`config.mk`:
```
export PLATFORM = sky130hd
export DESIGN_NAME = numeric_text_validator_top
export DESIGN_NICKNAME = d
export VERILOG_FILES = /design/src/ntv_pkg.sv /design/src/numeric_text_validator_top.sv /design/src/ntv_dfa.sv
export SDC_FILE = /design/constraint.sdc
export NUM_CORES = 1
export LEC_CHECK = 0
export BUFFER_PORTS_ARGS = -buffer_cell sky130_fd_sc_hd__buf_4
export CAP_MARGIN = 25
export CORE_MARGIN = 1.5
export CORE_UTILIZATION = 55
export CTS_CLUSTER_DIAMETER = 50
export DETAILED_ROUTE_END_ITERATION = 10
export PLACE_DENSITY = 0.77
export SLEW_MARGIN = 20
export SYNTH_ARGS = -nofsm -noshare
export SYNTH_HDL_FRONTEND = slang
export SYNTH_SLANG_ARGS = --single-unit
```
`constraint.sdc`:
```
create_clock -name clk -period 3.06 [get_ports clk]
set_clock_uncertainty 0.1 [all_clocks]
set_input_delay 0.459 -clock clk [delete_from_list [all_inputs] [get_ports clk]]
set_output_delay 0.459 -clock clk [all_outputs]
set_load 0.05 [all_outputs]
```
`src/ntv_pkg.sv`:
```
// ----------------------------------------------------------------------------
// ntv_pkg
// Shared types, character codes and the character classifier used by the
// numeric text validator.
// ----------------------------------------------------------------------------
package ntv_pkg;

  localparam logic [7:0] CH_TAB    = 8'h09;
  localparam logic [7:0] CH_SPACE  = 8'h20;
  localparam logic [7:0] CH_PLUS   = 8'h2B;
  localparam logic [7:0] CH_MINUS  = 8'h2D;
  localparam logic [7:0] CH_DOT    = 8'h2E;
  localparam logic [7:0] CH_ZERO   = 8'h30;
  localparam logic [7:0] CH_NINE   = 8'h39;
  localparam logic [7:0] CH_EXP_UP = 8'h45;
  localparam logic [7:0] CH_EXP_LO = 8'h65;

  typedef enum logic [1:0] {
    IP_LEAD,
    IP_BODY,
    IP_TRAIL,
    IP_FAIL
  } int_phase_t;

  typedef enum logic [3:0] {
    NP_LEAD,
    NP_SIGN,
    NP_INT,
    NP_DOTN,
    NP_FRAC,
    NP_EXP0,
    NP_EXPB,
    NP_TRAIL,
    NP_FAIL
  } num_phase_t;

  typedef struct packed {
    logic blank;
    logic digit;
    logic sign;
    logic dot;
    logic expo;
  } char_class_t;

  typedef struct packed {
    logic is_integer;
    logic is_number;
  } verdict_t;

  function automatic char_class_t classify(input logic [7:0] c);
    char_class_t r;
    r.blank = c inside {CH_SPACE, CH_TAB};
    r.digit = c inside {[CH_ZERO:CH_NINE]};
    r.sign  = c inside {CH_PLUS, CH_MINUS};
    r.dot   = (c == CH_DOT);
    r.expo  = c inside {CH_EXP_LO, CH_EXP_UP};
    return r;
  endfunction

endpackage

```
`src/numeric_text_validator_top.sv`:
```
// ----------------------------------------------------------------------------
// numeric_text_validator_top
// Checks a text field, one character per request, for integer and number form.
// ----------------------------------------------------------------------------
// Path: a field's last character, once accepted, waits in the input register;
//   when it moves on, the field's verdict is loaded into the result register
//   and held there until it is taken.
// Throughput: one character per cycle; the input stalls only when a last
//   character is held while the result register is still occupied and stalled.
// Reset (rst, synchronous, active high) empties both registers and returns
//   both recognisers to the leading blank phase.
module numeric_text_validator_top
  import ntv_pkg::*;
(
  input  logic       clk,
  input  logic       rst,
  input  logic       in_valid,
  output logic       in_stall,
  input  logic [7:0] ch,
  input  logic       last,
  output logic       out_valid,
  input  logic       out_stall,
  output logic       is_integer,
  output logic       is_number
);

  // Input register: the accepted character waits here until it moves on.
  logic       hold_vld;
  logic       hold_vld_next;
  logic [7:0] hold_ch;
  logic       hold_last;

  logic       in_take;
  logic       adv;
  logic       load_out;
  logic       out_vld_next;
  verdict_t   verdict;

  // A character that ends no field never needs the result register, so it
  // always moves on. A last character moves on once the result register is
  // empty or is being emptied in the same cycle.
  assign adv      = hold_vld && (!hold_last || !out_valid || !out_stall);
  assign load_out = adv && hold_last;

  // The input register is free when it is empty or its content moves on now.
  assign in_stall = hold_vld && !adv;
  assign in_take  = in_valid && !in_stall;

  always_comb begin
    hold_vld_next = hold_vld;
    if (in_take) begin
      hold_vld_next = 1'b1;
    end else if (adv) begin
      hold_vld_next = 1'b0;
    end

    out_vld_next = out_valid;
    if (load_out) begin
      out_vld_next = 1'b1;
    end else if (out_valid && !out_stall) begin
      out_vld_next = 1'b0;
    end
  end

  ntv_dfa u_dfa (
    .clk     (clk),
    .rst     (rst),
    .step    (adv),
    .ch      (hold_ch),
    .last    (hold_last),
    .verdict (verdict)
  );

  always_ff @(posedge clk) begin
    if (rst) begin
      hold_vld  <= 1'b0;
      out_valid <= 1'b0;
    end else begin
      hold_vld  <= hold_vld_next;
      out_valid <= out_vld_next;
    end
  end

  // Payload registers carry no reset.
  always_ff @(posedge clk) begin
    if (in_take) begin
      hold_ch   <= ch;
      hold_last <= last;
    end
    if (load_out) begin
      is_integer <= verdict.is_integer;
      is_number  <= verdict.is_number;
    end
  end

`ifndef NO_ASSERTIONS
  a_stall_needs_item: assert property (@(posedge clk) disable iff (rst)
    in_stall |-> hold_vld)
    else $error("input stalled with an empty input register");

  a_blocked_last_stalls: assert property (@(posedge clk) disable iff (rst)
    (hold_vld && hold_last && out_valid && out_stall) |-> in_stall)
    else $error("last character advanced over an unread result");

  a_load_shows_result: assert property (@(posedge clk) disable iff (rst)
    load_out |=> out_valid)
    else $error("result lost after field end");

  a_taken_result_clears: assert property (@(posedge clk) disable iff (rst)
    (out_valid && !out_stall && !load_out) |=> !out_valid)
    else $error("result repeated after being taken");
`endif

endmodule

```
`src/ntv_dfa.sv`:
```
// ----------------------------------------------------------------------------
// ntv_dfa
// The two recognisers, integer form and number form, with their phase
// registers. Gives the verdict for the field on the step of its last request.
// ----------------------------------------------------------------------------
module ntv_dfa
  import ntv_pkg::*;
(
  input  logic       clk,
  input  logic       rst,
  input  logic       step,
  input  logic [7:0] ch,
  input  logic       last,
  output verdict_t   verdict
);

  int_phase_t  int_phase;
  int_phase_t  int_phase_adv;
  int_phase_t  int_phase_next;
  num_phase_t  num_phase;
  num_phase_t  num_phase_adv;
  num_phase_t  num_phase_next;
  char_class_t cls;

  always_comb begin
    cls = classify(ch);

    case (int_phase)
      IP_LEAD: begin
        if (cls.blank)                  int_phase_adv = IP_LEAD;
        else if (cls.sign || cls.digit) int_phase_adv = IP_BODY;
        else                            int_phase_adv = IP_FAIL;
      end
      IP_BODY: begin
        if (cls.digit)      int_phase_adv = IP_BODY;
        else if (cls.blank) int_phase_adv = IP_TRAIL;
        else                int_phase_adv = IP_FAIL;
      end
      IP_TRAIL: begin
        int_phase_adv = cls.blank ? IP_TRAIL : IP_FAIL;
      end
      default: begin
        int_phase_adv = IP_FAIL;
      end
    endcase

    case (num_phase)
      NP_LEAD: begin
        if (cls.blank)      num_phase_adv = NP_LEAD;
        else if (cls.sign)  num_phase_adv = NP_SIGN;
        else if (cls.digit) num_phase_adv = NP_INT;
        else if (cls.dot)   num_phase_adv = NP_DOTN;
        else if (cls.expo)  num_phase_adv = NP_EXP0;
        else                num_phase_adv = NP_FAIL;
      end
      NP_SIGN: begin
        if (cls.digit)      num_phase_adv = NP_INT;
        else if (cls.dot)   num_phase_adv = NP_DOTN;
        else if (cls.expo)  num_phase_adv = NP_EXP0;
        else if (cls.blank) num_phase_adv = NP_TRAIL;
        else                num_phase_adv = NP_FAIL;
      end
      NP_INT: begin
        if (cls.digit)      num_phase_adv = NP_INT;
        else if (cls.dot)   num_phase_adv = NP_FRAC;
        else if (cls.expo)  num_phase_adv = NP_EXP0;
        else if (cls.blank) num_phase_adv = NP_TRAIL;
        else                num_phase_adv = NP_FAIL;
      end
      NP_DOTN: begin
        num_phase_adv = cls.digit ? NP_FRAC : NP_FAIL;
      end
      NP_FRAC: begin
        if (cls.digit)      num_phase_adv = NP_FRAC;
        else if (cls.expo)  num_phase_adv = NP_EXP0;
        else if (cls.blank) num_phase_adv = NP_TRAIL;
        else                num_phase_adv = NP_FAIL;
      end
      NP_EXP0: begin
        if (cls.sign || cls.digit) num_phase_adv = NP_EXPB;
        else if (cls.blank)        num_phase_adv = NP_TRAIL;
        else                       num_phase_adv = NP_FAIL;
      end
      NP_EXPB: begin
        if (cls.digit)      num_phase_adv = NP_EXPB;
        else if (cls.blank) num_phase_adv = NP_TRAIL;
        else                num_phase_adv = NP_FAIL;
      end
      NP_TRAIL: begin
        num_phase_adv = cls.blank ? NP_TRAIL : NP_FAIL;
      end
      default: begin
        num_phase_adv = NP_FAIL;
      end
    endcase

    verdict.is_integer = (int_phase_adv == IP_BODY) || (int_phase_adv == IP_TRAIL);
    verdict.is_number  = (num_phase_adv == NP_SIGN) || (num_phase_adv == NP_INT)  ||
                         (num_phase_adv == NP_FRAC) || (num_phase_adv == NP_EXPB) ||
                         (num_phase_adv == NP_TRAIL);

    // Both recognisers start afresh once a field has ended.
    int_phase_next = int_phase;
    num_phase_next = num_phase;
    if (step) begin
      int_phase_next = last ? IP_LEAD : int_phase_adv;
      num_phase_next = last ? NP_LEAD : num_phase_adv;
    end
  end

  always_ff @(posedge clk) begin
    if (rst) begin
      int_phase <= IP_LEAD;
      num_phase <= NP_LEAD;
    end else begin
      int_phase <= int_phase_next;
      num_phase <= num_phase_next;
    end
  end

endmodule

```
Word level (Yosys, flattened, before mapping):

Index checks and enable logic that the tools add are counted.

* bits in registers: 19
* bits in latches: 0
* memory bits (writable): 0
* memory bits (read-only): 0
* bits of input ports: 13
* output and inout port bits: 4
* logic and storage cells: 86
* memories: 0

* add/sub/neg operators: 0
* multipliers: 0
* divide/modulo/power cells: 0
* $lt $le $gt $ge: 2
* equality and inequality tests: 23
* shift-type cells: 0
* multiplexer cells: 27
* bitwise operators: 0
* reductions and logical operators: 26

Operators by type and width (count)
* 4-bit two-way mux: 16
* 8-bit by 6-bit equality test with 1-bit output, second input constant: 4
* 4-bit one-hot mux with 8 select lines: 1
* 4-bit by 3-bit equality test with 1-bit output, second input constant: 7
* 8-bit by 7-bit equality test with 1-bit output, second input constant: 2
* 4-bit by 2-bit equality test with 1-bit output, second input constant: 3
* 2-bit nonzero test: 5
* 4-bit by 1-bit equality test with 1-bit output, second input constant: 2
* 8-bit by 4-bit equality test with 1-bit output, second input constant: 1
* 8-bit by 6-bit >= comparator with 1-bit output, second input constant: 1
* 8-bit by 6-bit <= comparator with 1-bit output, second input constant: 1
* 1-bit logical OR: 8
* 2-bit two-way mux: 4
* 1-bit logical AND: 6
* 2-bit one-hot mux with 3 select lines: 1
* 1-bit logical NOT: 5
* 1-bit two-way mux: 5
* 2-bit by 1-bit equality test with 1-bit output, second input constant: 2
* 2-bit equality test, second input constant: 2
* 4-bit logical NOT: 1
* 2-bit logical NOT: 1

Logic depth before layout (Yosys ltp):

Gate-level depths: netlist of the first run.

* word-level depth: 13
* gate-level depth with buffers: 7
* depth with buffers taken out: 6

Modules after synthesis:

A second synthesis of the first run with hierarchy kept.

* cell total of the unflattened synthesis: 131
* area total of the unflattened synthesis: 1237.4 um^2

By module, submodules not included
* ntv_dfa: instances 1, cells an instance 107, area an instance 814.5 um^2, seq. area each 120.1 um^2
* numeric_text_validator_top: instances 1, cells an instance 24, area an instance 422.9 um^2, seq. area each 370.4 um^2

Least setup slack after synthesis of the first run:

OpenSTA, ideal clock, no wires.

* path kind: reg-to-reg
* from: reg hold_ch[4]
* to: reg is_number (data pin)
* setup time: 0.271 ns
* data arrival time: 1.936 ns
* required time: 2.689 ns
* slack: 0.753 ns
* stages on the path, launching flop included: 8
* buffers on the path: 1
* period minus slack after synthesis: 2.307 ns
* path through: edfxtp_1 -> or4b_1 -> buf_2 -> or3_1 -> a21oi_1 -> o2111ai_1 -> a21oi_1 -> o211ai_1

RTL lines
* start: declaration: RTL line numeric_text_validator_top.sv:30 `logic [7:0] hold_ch;`
* start signal: assignment: RTL line numeric_text_validator_top.sv:87 `hold_ch <= ch;`
* end signal: assignment: RTL line numeric_text_validator_top.sv:92 `is_number <= verdict.is_number;`
* end: declaration: RTL line numeric_text_validator_top.sv:24 `output logic is_number`

==> results of run 1 <==
per-stage QoR:
step	worst slack (ns)	cell area, sq um
floorplan	0.753	1160
global placement	0.629	1280
detailed placement	0.576	1280
CTS	0.560	1310
global route	0.396	1310
finish	0.537	1310
registers in the layout, indices dropped and copies added, names as in the netlist:
register / count
u_dfa.int_phase: 2
is_number: 1
out_valid: 1
hold_last: 1
hold_vld: 1
is_integer: 1
hold_ch: 8
u_dfa.num_phase: 4
how the worst max path moves through the flow:
stage                                     from                  end  slack (ns)
after global placement    hold_ch[4]$_DFFE_PP_  is_number$_DFFE_PP_        0.63
after global routing      hold_ch[4]$_DFFE_PP_  is_number$_DFFE_PP_        0.40
after floorplan           hold_ch[4]$_DFFE_PP_  is_number$_DFFE_PP_        0.75
after CTS                 hold_ch[4]$_DFFE_PP_  is_number$_DFFE_PP_        0.56
final                     hold_ch[4]$_DFFE_PP_  is_number$_DFFE_PP_        0.54
after detailed placement  hold_ch[4]$_DFFE_PP_  is_number$_DFFE_PP_        0.58
layout by cell type, fill, tap and decap left out, types with 3 or more instances in the layout:
master    count
nand3_1       4
clkbuf_4      3
nor2_1       15
dfxtp_1       8
buf_4        16
o21a_1        3
inv_1         4
nand2_1       8
o211ai_1      3
o21ai_0       6
a21oi_1      15
or4b_1        3
edfxtp_1     11
nor4b_1       3
layer usage:
metal	vias up	wire length [um]
met5	-	0
met4	0	78
met3	9	146
met2	42	1220
met1	495	1010
li1	521	-
final cells by class:
| cell class | count | area share, % |
|---|---|---|
| well taps | 27 | 2.58 |
| flip-flops and latches | 19 | 37.4 |
| inverters | 4 | 1.15 |
| multi-input cells | 97 | 47.7 |
| clock buffers | 4 | 2.01 |
| repair buffers | 16 | 9.17 |
cell families after synthesis:
kind of cell,after synthesis
buffers and inverters,10
AND/OR/NAND/NOR,48
multiplexers,1
flip-flops,19
AO/OA/AOI/OAI,47
XOR/XNOR,1
power breakdown:
part | internal (W) | switching (W) | leakage [nW]
Combinational | 0.0000260 | 0.0000322 | 0.261
Sequential | 0.000283 | 0.0000129 | 0.172
Clock | 0.0000508 | 0.0000720 | 0.0150
==> impl_metrics.toml, run 1 <==
[cells_and_area]
multiInputGateArea_sq_um = 624
instances_no_fill = 167
drive_above_1_share_pct = 17.9
n_antenna_cell = 0
area.sequential_sq_um = 490
area_growth_pct = 13.3
nFillCells = 171
final_util_pct = 66.8
finish.net_count = 154

[cts]
cts.clk_slew.worst_paths_ns = 0.10
cts.path.max_buffers = 2
cts_setup_buffers = 0
cts_tree = "done"
cts_root_buf = "clkbuf_4"
cts_made_buffers = 3
ctsHoldBuffers = 0
cts_sinks = 19
cts_resized = 0
h-tree-depth = 1
insertion_delay_ns = 0.30

[global_routing]
grt_pass1_vias = 991
use_met2_pct = 42.0
overflow = 0
grt_use_total_pct = 23.4
grt_max_degree = 14
met3_usage_pct = 3.99
antenna_found_initial = 0
grt_use_met1_pct = 27.5
grt_pass1_wl_mm = 4.30
grt.busiest_layer = "met2"

[yosys]
synth_compound_area_share_pct = 28.5
synth_edf_count = 11
netlist_instances = 126
synthesis.area_sq_mm = 0.00116
synth_top_family_by_area = "compound AO/OA/AOI/OAI gates"
ys_warn_count = 0
syn_area_per_cell_sq_um = 9.18
ys_types = 46
synth_area_leaders = "edfxtp_1, dfxtp_1, a21oi_1"
synth.top_cell.area_share_pct = 28.6
async_flop_share_pct = 0
synthMuxAreaShare_pct = 0.866
syn_nets = 139
synth_area_leader_cell = "edfxtp_1"
synthFlopType = "edfxtp_1"
yosys-top-cells-count = "a21oi_1, nor2_1, edfxtp_1"
synth_xor_area_share_pct = 0.758
synth_simple_gate_area_share_pct = 23.9
ys_seq_area_share_pct = 42.4
ys_seq_elements = 19
synth_adder_area_share_pct = 0

[setup_path]
r2r_slack_ns = 0.54
crit_slowest_cell = "or4b_1"
critPathMaxFanout = 8
worstPathRequired_ns = 3.01
arrival_ns = 2.47
critPathMaxStageDelay_ns = 0.71
r2r-end = "is_number$_DFFE_PP_"
cpMostUsedCell = "a21oi_1"
cp.depth = 6
path_cells = "or4b_1 -> or3_1 -> a21oi_1 -> o2111ai_1 -> a21oi_1 -> o211ai_1"
r2r_start = "hold_ch[4]$_DFFE_PP_"
path_class = "reg2reg"
start_kind = "flop"
end_kind = "flop"
r2r_cells = 6
cp_top_family = "simple AND/OR/NAND/NOR gates"
cp_num_buf_inv = 0

[timing]
worst_hold_slack_ns = 0.230
min_period_ns = 2.52
fin_tns_setup_ns = 0
slew_headroom_pct = 57.7
rsz0062_at_grt = "false"
worst_pin_slew_ns = 0.632
fmax_mhz = 396
hold_violations = 0
slew_violations = 0
period_share_pct = 82.5
setup_viol = 0

[job]
cap_violations = 0

[floorplan]
ios = 17
die_area_sq_mm = 0.00239
coreArea_sq_mm = 0.00196
dieWidth_um = 48.8
chipHeight_um = 48.8
fp-row-count = 16
initial_utilization_pct = 58.9

[routing]
via_count = 1067
drt_wl_total_mm = 2.46
drt_iter0_markers = 33
dr.pass1.iters = 4
ant_nets = 0
routedWlPerCell_um = 14.7
vias_per_cell = 6.39
drc = 0

[outcome]
status = "finished, final reports clean"

[min_path]
min_path_type = "in2reg"
whs_endpoint = "hold_ch[1]$_DFFE_PP_"
min_path_cells = 1
hold_start = "ch[1]"

[place]
place.port_buffers = 16
hpwl_mm = 1.94
place_inst = 163
gp_congestion = 0.946

[pwr]
ir_drop_v = 0.000286
p_total_w = 0.000477
leakagePower_nw = 0.448
power-per-cell-area_mw_per_mm2 = 364
Note: power is estimated with default switching activity, not from simulation.
==> run 2: changes to the inputs <==
--- a/config.mk
+++ b/config.mk
@@ -5,13 +5,14 @@
 export SDC_FILE = /design/constraint.sdc
 export NUM_CORES = 1
 export LEC_CHECK = 0
+export ABC_AREA = 1
 export BUFFER_PORTS_ARGS = -buffer_cell sky130_fd_sc_hd__buf_4
 export CAP_MARGIN = 25
 export CORE_MARGIN = 1.5
-export CORE_UTILIZATION = 55
+export CORE_UTILIZATION = 51
 export CTS_CLUSTER_DIAMETER = 50
 export DETAILED_ROUTE_END_ITERATION = 10
-export PLACE_DENSITY = 0.77
+export PLACE_DENSITY = 0.75
 export SLEW_MARGIN = 20
 export SYNTH_ARGS = -nofsm -noshare
 export SYNTH_HDL_FRONTEND = slang
==> constraint.sdc (replaced) <==
create_clock -name clk -period 2.2 [get_ports clk]
set_clock_uncertainty 0.1 [all_clocks]
set_input_delay 0.33 -clock clk [delete_from_list [all_inputs] [get_ports clk]]
set_output_delay 0.33 -clock clk [all_outputs]
set_load 0.05 [all_outputs]
==> run 2 against run 1 <==
First-iteration DRC count stayed put. Sequential power increased by 38%. Final area rose by 12%. Fmax up 28%. Non-clock buffer count rose by 1. Count of clock-buffer cells in the layout unchanged. Critical path depth up 4. Largest cell class unchanged. Largest power group unchanged.
==> impl_metrics.toml, run 2 <==
[outcome]
status = "finished, final reports clean"

[pwr]
p_total_w = 0.000667
power_switching_w = 0.000168
pwr-share-comb_pct = 14.0
sw_frac_of_total_pct = 25.1
ir_drop_v = 0.000554
leakagePower_nw = 0.778
intPower_w = 0.000500
p_clk_share_pct = 24.8
seqPwrFrac_pct = 61.2
power-per-cell-area_mw_per_mm2 = 454

[timing]
slew_violations = 0
fin_tns_setup_ns = 0
setup_slack_ns = 0.222
worst_pin_slew_ns = 0.470
worst_hold_slack_ns = 0.116
fmax_mhz = 505
hold_violations = 0
min_period_ns = 1.98
setup_viol = 0
rsz0062_at_grt = "false"
period_share_pct = 89.9
slew_headroom_pct = 68.4

[floorplan]
ios = 17
die_area_sq_mm = 0.00282
initial_utilization_pct = 55.7
dieWidth_um = 53.1
fp-row-count = 17
coreArea_sq_mm = 0.00230
chipHeight_um = 53.1

[setup_path]
crit_slowest_cell = "edfxtp_1"
arrival_ns = 1.93
path_cells = "nor2_1 -> nand2_2 -> nor2_4 -> nor2_8 -> nand3_1 -> nand2_1 -> nor2_2 -> nand2_1 -> nor2_1 -> nor2_1"
critPathMaxFanout = 6
cpMostUsedCell = "nor2_1"
critPathLaunch = "hold_ch[3]$_DFFE_PP_"
critPathMaxStageDelay_ns = 0.52
end_kind = "flop"
path_class = "reg2reg"
start_kind = "flop"
r2r_start = "hold_ch[3]$_DFFE_PP_"
worstPathRequired_ns = 2.16

[place]
place.port_buffers = 16
dpl_worst_slack_ns = 0.241
hpwl_mm = 2.28
dpl_cell_area_sq_mm = 0.00144
gp_congestion = 0.926

[yosys]
ys_warn_count = 0
yosys-top-cells-count = "nand2_1, inv_1, nor2_1"
syn_area_per_cell_sq_um = 6.67
synthFlopType = "edfxtp_1"
async_flop_share_pct = 0
synth_edf_count = 11
synth_area_leader_cell = "edfxtp_1"
synthesis.area_sq_mm = 0.00128
ys_seq_elements = 19
synth.most_common_cell = "nand2_1"
syn_nets = 205
ys_types = 22
netlist_instances = 192
synth.top_cell.area_share_pct = 25.8
synth_area_leaders = "edfxtp_1, nand2_1, dfxtp_1"
ys_seq_area_share_pct = 38.3

[routing]
wl_met2_mm = 1.31
met3WireLength_um = 133
wl_met1_mm = 1.30
vias_per_cell = 5.28
dr.pass1.iters = 4
drt_wl_total_mm = 2.78
top_layer = "met4"
ant_nets = 0
drt_iter0_markers = 33
via_count = 1272
drc = 0
routedWlPerCell_um = 11.5

[global_routing]
antenna_found_initial = 0
grt_pass1_wl_mm = 4.86
grt_max_degree = 11
overflow = 0
grt_pass1_vias = 1193
grt_use_total_pct = 23.4

[cts]
cts_made_buffers = 3
h-tree-depth = 1
ctsHoldBuffers = 0
cts_tree = "done"
cts_setup_buffers = 0
cts_resized = 0
cts.path.max_buffers = 2
cts.clk_slew.worst_paths_ns = 0.10
insertion_delay_ns = 0.29
cts_sinks = 19
cts_root_buf = "clkbuf_4"

[cells_and_area]
largestRegisters = "hold_ch x8, u_dfa.num_phase x4, u_dfa.int_phase x2"
regMostFlops = "hold_ch"
drive_above_1_share_pct = 18.3
area_growth_pct = 14.8
final_common_cell = "nand2_1"
finish.net_count = 227
n_antenna_cell = 0
finalInstanceArea_sq_mm = 0.00147
largest_register_ffs = 8
nFillCells = 211
layout_common_cells = "nand2_1, inv_1, nor2_1, buf_4, edfxtp_1"

[job]
cap_violations = 0

[min_path]
min_path_type = "in2reg"
hold_start = "ch[0]"
run 2: cell types whose count changed after synthesis, moves of 6 or more:
cell,previous run,this run
nand2_1,8,69
inv_1,4,26
nor2_1,15,23
nand3_1,4,10
run 2: through the flow:
stage          utilization [%]  instances
2_1_floorplan                -        192
3_3_place_gp              62.8        237
3_5_place_dp              62.8        237
4_1_cts                   63.9        241
5_1_grt                   63.9        241
6_report                  63.9        241
run 2: area by class of cell:
type	count	area [sq um]	area share [%]
inverter	31	116	7.92
multi-input combinational	142	673	45.8
tap	28	35.0	2.39
timing repair buffer	17	128	8.69
clock buffer	4	26.3	1.79
sequential	19	490	33.4
run 2: metal layers:
| metal | up-vias | track usage [%] |
|---|---|---|
| li1 | 648 | - |
| met1 | 572 | 29.5 |
| met2 | 45 | 40.6 |
| met3 | 7 | 2.82 |
| met4 | 0 | 8.55 |
| met5 | - | 0 |
run 2: worst max-delay path, delay by kind of cell, from the launching register on:
| kind | cells | cell delay [ns] |
|---|---|---|
| AND/OR/NAND/NOR | 10 | 1.12 |
| flip-flops | 1 | 0.52 |
run 2: cells by family (layout without fill, tap and decap cells):
logic type             after synthesis  in the layout  share of synthesized area (%)
buffers and inverters               31             52                           9.09
AO/OA/AOI/OAI                       21             21                           9.78
XOR/XNOR                             1              1                          0.684
AND/OR/NAND/NOR                    120            120                           42.1
flip-flops                          19             19                           38.3
run 2: final timing paths:
kind / end / depth (start not counted) / slack, ns
worst max register to register: is_number$_DFFE_PP_ / 10 / 0.22
worst max-delay path: is_number$_DFFE_PP_ / 10 / 0.22
worst min register to register: u_dfa.num_phase[2]$_SDFFE_PP0P_ / 2 / 0.39
worst min-delay path: hold_ch[0]$_DFFE_PP_ / 1 / 0.12
run 2: power by group through the flow:
| stage | clock, W | sequential, W | combinational (W) |
|---|---|---|---|
| final | 0.000165 | 0.000409 | 0.0000933 |
| after global routing | 0.000187 | 0.000411 | 0.000104 |
| after CTS | 0.000174 | 0.000408 | 0.0000930 |
| after detailed placement | 0 | 0.000417 | 0.0000927 |
| after global placement | 0 | 0.000415 | 0.0000901 |
| after floorplan | 0 | 0.000416 | 0.0000555 |
==> run 3: changes to the inputs <==
==> constraint.sdc (replaced) <==
create_clock -name clk -period 2.2 [get_ports clk]
set_clock_uncertainty 0.1 [all_clocks]
set_input_delay 0.33 -clock clk [delete_from_list [all_inputs] [get_ports clk]]
set_output_delay 0.33 -clock clk [all_outputs]
set_load 0.1 [all_outputs]
==> run 3 against run 2 <==
Setup slack got worse by 0.032 ns. Worst hold slack got worse by 0.018 ns. Critical path depth unchanged. Critical path type unchanged. Core utilization increased by 0.054 points. Non-clock buffer count decreased by 1. Register-to-register slack got worse by 0.03 ns. Global-route usage about the same. Sequential power about the same. Combinational power increased by 4.6%. Wire length increased by 2.7%. Die area unchanged. Final cell count decreased by 0.41%.
==> impl_metrics.toml, run 3 (synthesized netlist as in run 2, its figures left out) <==
[timing]
setup_slack_ns = 0.190
setup_viol = 0
slew_violations = 0
slew_headroom_pct = 70.6
rsz0062_at_grt = "false"
min_period_ns = 2.01
period_share_pct = 91.4
fin_tns_setup_ns = 0
worst_pin_slew_ns = 0.437
hold_violations = 0
fmax_mhz = 498
worst_hold_slack_ns = 0.0977

[floorplan]
initial_utilization_pct = 55.7
coreArea_sq_mm = 0.00230
fp-row-count = 17
dieWidth_um = 53.1
die_area_sq_mm = 0.00282
ios = 17
chipHeight_um = 53.1

[routing]
ant_nets = 0
via_count = 1236
drc = 0
drt_iter0_markers = 30
drt_wl_total_mm = 2.86
dr.pass1.iters = 4
vias_per_cell = 5.15
routedWlPerCell_um = 11.9

[cells_and_area]
nFillCells = 212
final_util_pct = 64.0
layout_common_cells = "nand2_1, inv_1, nor2_1, buf_4, edfxtp_1"
n_antenna_cell = 0
finalInstanceArea_sq_mm = 0.00147
regMostFlops = "hold_ch"
area_growth_pct = 14.9
largest_register_ffs = 8
multiInputGateArea_sq_um = 676
final_common_cell = "nand2_1"
drive_above_1_share_pct = 19.8
finish.net_count = 226
largestRegisters = "hold_ch x8, u_dfa.num_phase x4, u_dfa.int_phase x2"
area.sequential_sq_um = 492

[job]
cap_violations = 0

[cts]
cts_resized = 0
cts_root_buf = "clkbuf_4"
cts.clk_slew.worst_paths_ns = 0.11
insertion_delay_ns = 0.30
cts_sinks = 19
cts_setup_buffers = 0
cts.path.max_buffers = 2
cts_tree = "done"
cts_made_buffers = 3
h-tree-depth = 1
ctsHoldBuffers = 0

[setup_path]
crit_slowest_cell = "edfxtp_1"
critPathMaxStageDelay_ns = 0.53
start_kind = "flop"
arrival_ns = 1.97
path_cells = "nor2_1 -> nand2_2 -> nor2_4 -> nor2_8 -> nand3_1 -> nand2_1 -> nor2_2 -> nand2_1 -> nor2_1 -> nor2_1"
cp_num_buf_inv = 0
cp_top_family = "simple AND/OR/NAND/NOR gates"
critPathMaxFanout = 7
cpMostUsedCell = "nor2_1"
path_class = "reg2reg"
worstPathRequired_ns = 2.16
end_kind = "flop"

[pwr]
power-per-cell-area_mw_per_mm2 = 463
ir_drop_v = 0.000429
sw_frac_of_total_pct = 27.2
seqPwrFrac_pct = 60.0
p_clk_share_pct = 25.7
pwr-share-comb_pct = 14.3
power_switching_w = 0.000185
intPower_w = 0.000496
leakagePower_nw = 0.766

[place]
dpl_worst_slack_ns = 0.221
hpwl_mm = 2.30
gp_congestion = 0.916
dpl_cell_area_sq_mm = 0.00144
place.port_buffers = 16

[global_routing]
grt_pass1_wl_mm = 4.82
grt_max_degree = 12
grt_use_total_pct = 23.4
antenna_found_initial = 0
overflow = 0
grt_pass1_vias = 1162

[outcome]
status = "finished, final reports clean"

[min_path]
min_path_type = "in2reg"
[run 3: cell types whose count changed in the layout (fill, tap and decap cells not counted), sizes merged]
cell      delta
buf          -1
clkinvlp     +1
clkbuf       -1
inv          -1
clkinv       +1
[run 3: routing by layer]
metal	share of wire [%]	wire (um)	global-route usage (%)	vias to the layer above
met4	2.3	65	8.12	0
li1	-	-	-	646
met5	0	0	0	-
met3	2.8	79	3.11	11
met1	49	1410	29.8	549
met2	46	1300	40.4	30
[run 3: worst reg2reg max path, cell delays in order (launching register included)]
cell	delay (ns)
edfxtp_1	0.53
nor2_1	0.22
nand2_2	0.09
nor2_4	0.19
nor2_8	0.08
nand3_1	0.08
nand2_1	0.06
nor2_2	0.17
nand2_1	0.10
nor2_1	0.10
nor2_1	0.05
[run 3: final timing paths]
path         cells after the start  slack [ns]                               to                       startpoint
max                             10        0.19              is_number$_DFFE_PP_             hold_ch[2]$_DFFE_PP_
min                              1         0.1             hold_ch[7]$_DFFE_PP_                            ch[7]
max reg2reg                     10        0.19              is_number$_DFFE_PP_             hold_ch[2]$_DFFE_PP_
min reg2reg                      2        0.39  u_dfa.int_phase[1]$_SDFFE_PP0P_  u_dfa.int_phase[1]$_SDFFE_PP0P_
[run 3: power groups by stage]
stage                     sequential (W)  combinational (W)  clock [W]
after floorplan                 0.000421          0.0000563          0
after global placement          0.000415          0.0000941          0
after detailed placement        0.000417          0.0000962          0
after CTS                       0.000409          0.0000970   0.000175
after global routing            0.000412           0.000107   0.000194
final                           0.000409          0.0000976   0.000175
[run 3: through the flow]
step | total power [W] | instances
CTS | 0.000680 | 240
global route | 0.000713 | 240
finish | 0.000681 | 240
floorplan | 0.000477 | 192
detailed placement | 0.000513 | 236
global placement | 0.000509 | 236
[run 3: area by class of cell]
cell class              count  area share [%]
flip-flops and latches     19            33.4
multi-input cells         142            46.0
clock inverters             1           0.340
repair buffers             16            8.17
well taps                  28            2.38
inverters                  31            8.17
clock buffers               3            1.53
